===== config.mk =====
export PLATFORM = sky130hd
export DESIGN_NAME = button_short_long_press_detector
export DESIGN_NICKNAME = d
export VERILOG_FILES = /design/src/hw/rtl/bslp_pkg.sv /design/src/hw/rtl/button_short_long_press_detector.sv /design/src/hw/rtl/bslp_timer.sv /design/src/hw/rtl/bslp_ctrl.sv
export SDC_FILE = /design/constraint.sdc
export NUM_CORES = 1
export LEC_CHECK = 0
export ABC_CLOCK_PERIOD_IN_PS = 4950
export CORE_MARGIN = 3
export CORE_UTILIZATION = 40
export DETAILED_ROUTE_END_ITERATION = 7
export DONT_BUFFER_PORTS = 1
export PLACE_DENSITY = 0.62
export SYNTH_ARGS = -nofsm -noshare
export SYNTH_HDL_FRONTEND = slang
export SYNTH_SLANG_ARGS = --single-unit

===== constraint.sdc =====
create_clock -name clock -period 4.95 [get_ports clock]
set_input_delay 0.2475 -clock clock [delete_from_list [all_inputs] [get_ports clock]]
set_output_delay 0.2475 -clock clock [all_outputs]
set_load 0.02 [all_outputs]

===== src/hw/rtl/bslp_pkg.sv =====
// Shared types and constants for the button short/long press detector.
// No dependencies; imported by every module of the block.
`timescale 1ns / 1ps

package bslp_pkg;

   localparam int LEVEL_W              = 6;
   localparam int IDX_W                = 3;
   localparam int TICK_W               = 16;
   localparam int DEFAULT_BUTTON_COUNT = 6;
   localparam int REQ_DATA_W           = 8;
   localparam int RSP_DATA_W           = 8;
   localparam int CSR_ADDR_W           = 1;

   localparam logic [TICK_W-1:0] DEBOUNCE_RESET = 16'd50;
   localparam logic [TICK_W-1:0] LONG_RESET     = 16'd1000;

   localparam logic [CSR_ADDR_W-1:0] CSR_DEBOUNCE_TICKS   = 1'b0;
   localparam logic [CSR_ADDR_W-1:0] CSR_LONG_PRESS_TICKS = 1'b1;

   typedef enum logic [1:0] {
      EV_BEEP  = 2'd0,
      EV_SHORT = 2'd1,
      EV_LONG  = 2'd2
   } kind_type;

   typedef enum logic [3:0] {
      PH_IDLE    = 4'b0001,
      PH_WAIT    = 4'b0010,
      PH_PRESSED = 4'b0100,
      PH_HELD    = 4'b1000
   } phase_type;

   typedef struct packed {
      logic start;
      logic stop;
   } timer_ctrl_type;

   typedef struct packed {
      logic                 emit;
      kind_type             kind;
      logic [IDX_W-1:0]     button;
   } event_type;

endpackage


===== src/hw/rtl/button_short_long_press_detector.sv =====
// Each accepted transfer is one tick of sampled button levels. The tick enters an input
// register; once it advances, it updates the press sequencer and, when it causes an event,
// loads the result register. One tick is taken every cycle; the only stall is a held
// result that the sink has not taken.
// Depends on bslp_pkg, bslp_ctrl and bslp_timer.
`timescale 1ns / 1ps

module button_short_long_press_detector
   import bslp_pkg::*;
#(
   parameter int unsigned BUTTON_COUNT = DEFAULT_BUTTON_COUNT
)(
   input  logic                   clock,
   input  logic                   reset,
   input  logic                   req_tvalid,
   output logic                   req_tready,
   input  logic [REQ_DATA_W-1:0]  req_tdata,   // [5:0] button_levels
   output logic                   rsp_tvalid,
   input  logic                   rsp_tready,
   output logic [RSP_DATA_W-1:0]  rsp_tdata,   // [1:0] event_kind, [4:2] button_index
   input  logic                   csr_we,
   input  logic [CSR_ADDR_W-1:0]  csr_addr,
   input  logic [TICK_W-1:0]      csr_wdata
);

   logic [TICK_W-1:0]  debounce_ff, long_press_ff;
   logic               in_valid_ff;
   logic [LEVEL_W-1:0] in_levels_ff;
   logic               rsp_valid_ff;
   logic [RSP_DATA_W-1:0] rsp_data_ff;
   logic               advance;
   event_type          result;

   assign advance    = in_valid_ff && (!rsp_valid_ff || rsp_tready);
   assign req_tready = !in_valid_ff || advance;
   assign rsp_tvalid = rsp_valid_ff;
   assign rsp_tdata  = rsp_data_ff;

   always_ff @(posedge clock) begin
      if (reset) begin
         debounce_ff   <= DEBOUNCE_RESET;
         long_press_ff <= LONG_RESET;
      end else if (csr_we) begin
         unique case (csr_addr)
            CSR_DEBOUNCE_TICKS:   debounce_ff   <= csr_wdata;
            CSR_LONG_PRESS_TICKS: long_press_ff <= csr_wdata;
            default: ;
         endcase
      end
   end

   always_ff @(posedge clock) begin
      if (reset) begin
         in_valid_ff <= 1'b0;
      end else if (req_tready) begin
         in_valid_ff <= req_tvalid;
      end
   end

   always_ff @(posedge clock) begin
      if (req_tready && req_tvalid) begin
         in_levels_ff <= req_tdata[LEVEL_W-1:0];
      end
   end

   bslp_ctrl #(
      .BUTTON_COUNT (BUTTON_COUNT)
   ) u_ctrl (
      .clock            (clock),
      .reset            (reset),
      .advance          (advance),
      .levels           (in_levels_ff),
      .debounce_ticks   (debounce_ff),
      .long_press_ticks (long_press_ff),
      .result           (result)
   );

   always_ff @(posedge clock) begin
      if (reset) begin
         rsp_valid_ff <= 1'b0;
      end else if (advance && result.emit) begin
         rsp_valid_ff <= 1'b1;
      end else if (rsp_tready) begin
         rsp_valid_ff <= 1'b0;
      end
   end

   always_ff @(posedge clock) begin
      if (advance && result.emit) begin
         rsp_data_ff <= {3'b000, result.button, result.kind};
      end
   end

   a_kind_legal: assert property (@(posedge clock) disable iff (reset)
      rsp_valid_ff |-> (rsp_data_ff[1:0] != 2'd3))
      else $error("result carries an undefined event kind");

   a_button_legal: assert property (@(posedge clock) disable iff (reset)
      rsp_valid_ff |-> (rsp_data_ff[4:2] < IDX_W'(LEVEL_W)))
      else $error("result carries a button index beyond the level vector");

   a_rsp_from_tick: assert property (@(posedge clock) disable iff (reset)
      $rose(rsp_valid_ff) |-> $past(advance))
      else $error("result appeared without a processed tick");

   a_stall_holds_input: assert property (@(posedge clock) disable iff (reset)
      (in_valid_ff && !advance) |=> (in_valid_ff && $stable(in_levels_ff)))
      else $error("pending tick lost while the result was stalled");

endmodule


===== src/hw/rtl/bslp_timer.sv =====
// Tick timer: counts while running, stops at its limit and flags the hit.
// Depends on bslp_pkg.
`timescale 1ns / 1ps

module bslp_timer
   import bslp_pkg::*;
(
   input  logic                clock,
   input  logic                reset,
   input  logic                advance,
   input  timer_ctrl_type      ctrl,
   input  logic [TICK_W-1:0]   limit,
   output logic                hit
);

   logic [TICK_W-1:0] count_ff, count_in;
   logic              running_ff, running_in;
   logic [TICK_W-1:0] count_next;

   assign count_next = count_ff + 1'b1;
   assign hit        = running_ff && (count_next >= limit);

   always_comb begin
      count_in   = count_ff;
      running_in = running_ff;
      if (advance) begin
         if (ctrl.start) begin
            count_in   = '0;
            running_in = 1'b1;
         end else if (ctrl.stop) begin
            count_in   = '0;
            running_in = 1'b0;
         end else if (running_ff) begin
            count_in   = count_next;
            running_in = !hit;
         end
      end
   end

   always_ff @(posedge clock) begin
      if (reset) begin
         count_ff   <= '0;
         running_ff <= 1'b0;
      end else begin
         count_ff   <= count_in;
         running_ff <= running_in;
      end
   end

endmodule


===== src/hw/rtl/bslp_ctrl.sv =====
// Press sequencer: edge capture, debounce and hold timers, phase logic.
// Depends on bslp_pkg and bslp_timer.
`timescale 1ns / 1ps

module bslp_ctrl
   import bslp_pkg::*;
#(
   parameter int unsigned BUTTON_COUNT = DEFAULT_BUTTON_COUNT
)(
   input  logic                clock,
   input  logic                reset,
   input  logic                advance,
   input  logic [LEVEL_W-1:0]  levels,
   input  logic [TICK_W-1:0]   debounce_ticks,
   input  logic [TICK_W-1:0]   long_press_ticks,
   output event_type           result
);

   phase_type          phase_ff, phase_in;
   logic [LEVEL_W-1:0] prev_ff, prev_in;
   logic               pending_ff, pending_in;
   logic               done_ff, done_in;
   logic               long_ff, long_in;
   logic [IDX_W-1:0]   cap_ff, cap_in;

   logic [LEVEL_W-1:0] mask;
   logic [LEVEL_W-1:0] lv;
   logic [LEVEL_W-1:0] rising;
   logic [7:0]         lv_ext;
   logic               held;
   logic               deb_hit, hold_hit;
   logic               done_t, long_t;
   timer_ctrl_type     deb_ctrl, hold_ctrl;

   always_comb begin
      for (int i = 0; i < LEVEL_W; i++) begin
         mask[i] = (i < BUTTON_COUNT);
      end
   end

   assign lv     = levels & mask;
   assign rising = lv & ~prev_ff;
   assign lv_ext = {{(8-LEVEL_W){1'b0}}, lv};
   assign done_t = done_ff | deb_hit;
   assign long_t = long_ff | hold_hit;

   always_comb begin
      prev_in    = lv;
      pending_in = pending_ff | (|rising);
      cap_in     = cap_ff;
      for (int i = 0; i < LEVEL_W; i++) begin
         if (rising[i]) begin
            cap_in = IDX_W'(i);
         end
      end
      held          = lv_ext[cap_in];
      phase_in      = phase_ff;
      done_in       = done_t;
      long_in       = long_t;
      deb_ctrl      = '0;
      hold_ctrl     = '0;
      result.emit   = 1'b0;
      result.kind   = EV_BEEP;
      result.button = cap_in;
      unique case (phase_ff)
         PH_IDLE: begin
            if (pending_in && done_t) begin
               pending_in      = 1'b0;
               hold_ctrl.start = 1'b1;
               long_in         = 1'b0;
               deb_ctrl.start  = 1'b1;
               done_in         = 1'b0;
               phase_in        = PH_WAIT;
            end
         end
         PH_WAIT: begin
            if (done_t) begin
               done_in     = 1'b0;
               phase_in    = PH_PRESSED;
               result.emit = 1'b1;
               result.kind = EV_BEEP;
            end
         end
         PH_PRESSED: begin
            if (long_t) begin
               long_in     = 1'b0;
               phase_in    = PH_HELD;
               result.emit = 1'b1;
               result.kind = EV_LONG;
            end else if (!held) begin
               hold_ctrl.stop = 1'b1;
               deb_ctrl.start = 1'b1;
               done_in        = 1'b0;
               phase_in       = PH_IDLE;
               result.emit    = 1'b1;
               result.kind    = EV_SHORT;
            end
         end
         PH_HELD: begin
            if (!held) begin
               deb_ctrl.start = 1'b1;
               done_in        = 1'b0;
               phase_in       = PH_IDLE;
            end
         end
         default: begin
            phase_in = PH_IDLE;
         end
      endcase
   end

   bslp_timer u_debounce (
      .clock   (clock),
      .reset   (reset),
      .advance (advance),
      .ctrl    (deb_ctrl),
      .limit   (debounce_ticks),
      .hit     (deb_hit)
   );

   bslp_timer u_hold (
      .clock   (clock),
      .reset   (reset),
      .advance (advance),
      .ctrl    (hold_ctrl),
      .limit   (long_press_ticks),
      .hit     (hold_hit)
   );

   always_ff @(posedge clock) begin
      if (reset) begin
         phase_ff   <= PH_IDLE;
         prev_ff    <= '0;
         pending_ff <= 1'b0;
         done_ff    <= 1'b1;
         long_ff    <= 1'b0;
         cap_ff     <= '0;
      end else if (advance) begin
         phase_ff   <= phase_in;
         prev_ff    <= prev_in;
         pending_ff <= pending_in;
         done_ff    <= done_in;
         long_ff    <= long_in;
         cap_ff     <= cap_in;
      end
   end

endmodule

==> results.json <==
{
  "status": "completed",
  "syn_avg_cell_area_sq_um": 8.28,
  "finClkSkew_ps": 14.8,
  "synth_cells": 636,
  "cp_max_fo": 16,
  "antenna_found_initial": 0,
  "ios": 40,
  "power_density_mw_per_mm2": 289,
  "layout_common_cells": "nand2_1, dfxtp_1, a21oi_1",
  "yosysWarnings": 0,
  "r2r_setup_slack_ps": 330,
  "die_h_um": 121,
  "drtIter0Drc": 299,
  "cts_sinks": 95,
  "grt_pass1_wl_um": 19900,
  "vias": 4320,
  "die_w_um": 121,
  "postCtsSetupRepairBufs": 0,
  "dieArea_sq_mm": 0.0146,
  "fmax_ghz": 0.216,
  "timing.slew.headroom_pct": 30.2,
  "ys_ff_latch": 95,
  "grt_max_degree": 40,
  "clkSlewWorstSetupHoldPaths_ps": 80,
  "required_ps": 5240,
  "internal_power_w": 0.00125,
  "p_seq_share_pct": 49.0,
  "drive_above_1_share_pct": 10.8,
  "setup_viol": 0,
  "hold_start": "csr_wdata[13]",
  "row_count": 41,
  "drt_wl_total_um": 11800,
  "switchingPower_w": 0.000435,
  "synth_top_flop_cell": "dfxtp_1",
  "p_sw_share_pct": 25.8,
  "period_share_pct": 93.3,
  "grt_util_all_layers_pct": 16.8,
  "overflow": 0,
  "syn_area_sq_mm": 0.00527,
  "hold_depth": 2,
  "r2r_end": "u_ctrl.u_hold.count_ff[0]$_SDFFE_PP0P_",
  "core_area_sq_mm": 0.0127,
  "initial_utilization_pct": 41.4,
  "max_cap_violations": 0,
  "finalHoldViolCount": 0,
  "power_frac_comb_pct": 10.6,
  "grt_pass1_vias": 4136,
  "cts_tree": "done",
  "vias_per_cell": 5.31,
  "slew_violations": 0,
  "synth.top_cell.area_share_pct": 31.9,
  "r2r_start": "u_ctrl.u_debounce.count_ff[0]$_SDFFE_PP0P_",
  "p_leak_nw": 2.37,
  "hold_end": "long_press_ff[13]$_SDFFE_PP0P_",
  "cts_inserted_buffers": 9,
  "min_period_ps": 4620,
  "clk_path_buf_depth": 2,
  "synthArstFlopShare_pct": 0,
  "ant_nets": 0,
  "drc": 0,
  "worstSetupPathType": "reg2reg",
  "peakVddDrop_mv": 0.154,
  "dr.pass1.iters": 4,
  "rsz0062_at_grt": "no",
  "power.total_w": 0.00168,
  "hpwlAfterDp_um": 8730,
  "place.gp.congestion": 0.818,
  "area_growth_pct": 10.5,
  "synth_edf_count": 11,
  "insertion_delay_ps": 350,
  "hold_class": "in2reg",
  "port_buffers": 0,
  "final_common_cell": "nand2_1",
  "clockPowerShare_pct": 40.4,
  "layout.nets": 700,
  "tightest_slew_ps": 1040,
  "end_kind": "register",
  "yosysTopAreaCell": "dfxtp_1",
  "seq_area_frac_synth_pct": 38.2,
  "htreeDepth": 3,
  "cp_data_arrival_time_ps": 4910,
  "tns_ps": 0,
  "diodes": 0,
  "ys_types": 72,
  "worst_setup_path_start_kind": "register",
  "worstRegToRegCells": 16,
  "yosys-top-cells-area": "dfxtp_1, ha_1, nand2_1, edfxtp_1, a21oi_1",
  "cts-root-buf": "clkbuf_16",
  "wl_per_cell_um": 14.5
}
==> repair_timing <==
action | CTS | global route
hold endpoints to repair | 45 | 0
gates resized for setup | 0 | 4
hold buffers | 7 | 0
setup endpoints to repair | 0 | 42
==> critical path, stage by stage (launching register included) <==
cell	delay, ps
dfxtp_1	330
buf_4	130
ha_1	180
and3_1	200
and3_1	270
nand3_1	170
nor4_1	430
nor2_1	100
or2_2	320
ha_1	190
a211oi_1	240
o21ai_0	150
a22oi_1	420
a41oi_4	250
and2b_1	270
o32ai_4	630
mux2_2	270
==> power by group through the flow <==
stage / sequential (W) / clock [W] / combinational, W
finish: 0.000826 / 0.000680 / 0.000178
global route: 0.000829 / 0.000734 / 0.000199
CTS: 0.000825 / 0.000702 / 0.000177
global placement: 0.000841 / 0 / 0.000161
floorplan: 0.000833 / 0 / 0.000143
detailed placement: 0.000842 / 0 / 0.000165
==> cells in the mapped netlist (all sizes together) (9+ instances only) <==
cell,number
a211oi,9
a21o,10
a21oi,57
a22o,10
clkbuf,20
dfxtp,84
edfxtp,11
ha,34
inv,50
nand2,105
nand2b,22
nand3,10
nor2,39
o211ai,19
o21ai,30
or2,14
==> layout make-up <==
class,count,area [sq um]
repair buffers,14,133
inverters,50,188
fillers,1296,6900
flip-flops and latches,95,2010
clock inverters,5,38.8
well taps,172,215
multi-input cells,466,2980
clock buffers,11,254
==> metrics by stage <==
step	instances	setup slack, ps	util [%]	instance area, sq um	hold WS (ps)
3_3_place_gp	790	218	42.6	5420	320
5_1_grt	813	43.2	45.8	5820	5.99
2_1_floorplan	638	669	-	5280	346
3_5_place_dp	790	172	42.6	5420	323
4_1_cts	813	117	45.5	5790	10.9
6_report	813	331	45.8	5820	23.1
==> flip-flops by register name, summed over array words and instances (netlist names), 3 cells and up <==
name and flops:
u_ctrl.phase_ff 4, long_press_ff 16, u_ctrl.prev_ff 6, u_ctrl.cap_ff 3
debounce_ff 16, rsp_tdata 5, u_ctrl.u_debounce.count_ff 16, in_levels_ff 6
u_ctrl.u_hold.count_ff 16
==> how the worst max path moves through the flow <==
| stage | startpoint | endpoint |
|---|---|---|
| floorplan | u_ctrl.u_debounce.count_ff[0]$_SDFFE_PP0P_ | rsp_tdata[0]$_DFFE_PP_ |
| global placement | u_ctrl.u_debounce.count_ff[4]$_SDFFE_PP0P_ | rsp_tdata[3]$_DFFE_PP_ |
| detailed placement | u_ctrl.u_debounce.count_ff[1]$_SDFFE_PP0P_ | u_ctrl.u_hold.count_ff[0]$_SDFFE_PP0P_ |
| CTS | u_ctrl.u_debounce.count_ff[1]$_SDFFE_PP0P_ | rsp_tdata[4]$_DFFE_PP_ |
| global route | u_ctrl.u_debounce.count_ff[0]$_SDFFE_PP0P_ | u_ctrl.u_hold.count_ff[0]$_SDFFE_PP0P_ |
| finish | u_ctrl.u_debounce.count_ff[0]$_SDFFE_PP0P_ | u_ctrl.u_hold.count_ff[0]$_SDFFE_PP0P_ |
==> routing by layer <==
| metal | vias to the layer above | wire, um | track usage (%) |
|---|---|---|---|
| met5 | - | 0 | 0 |
| met4 | 0 | 139 | 5.88 |
| met3 | 15 | 511 | 4.30 |
| met2 | 77 | 5520 | 26.7 |
| met1 | 2005 | 5620 | 22.3 |
| li1 | 2223 | - | - |
==> cell families after synthesis <==
kind of cell,after synthesis,share of synthesized area [%]
DFF,95,38.2
xor gates and xnor gates,12,2.00
buffers and inverters,77,5.91
muxes,3,0.594
and+or+nand+nor,244,22.6
adders and majority gates,34,8.08
other,1,0.0712
AOI/OAI and AO/OA,170,22.5
Note: power is estimated with default switching activity, not from simulation.
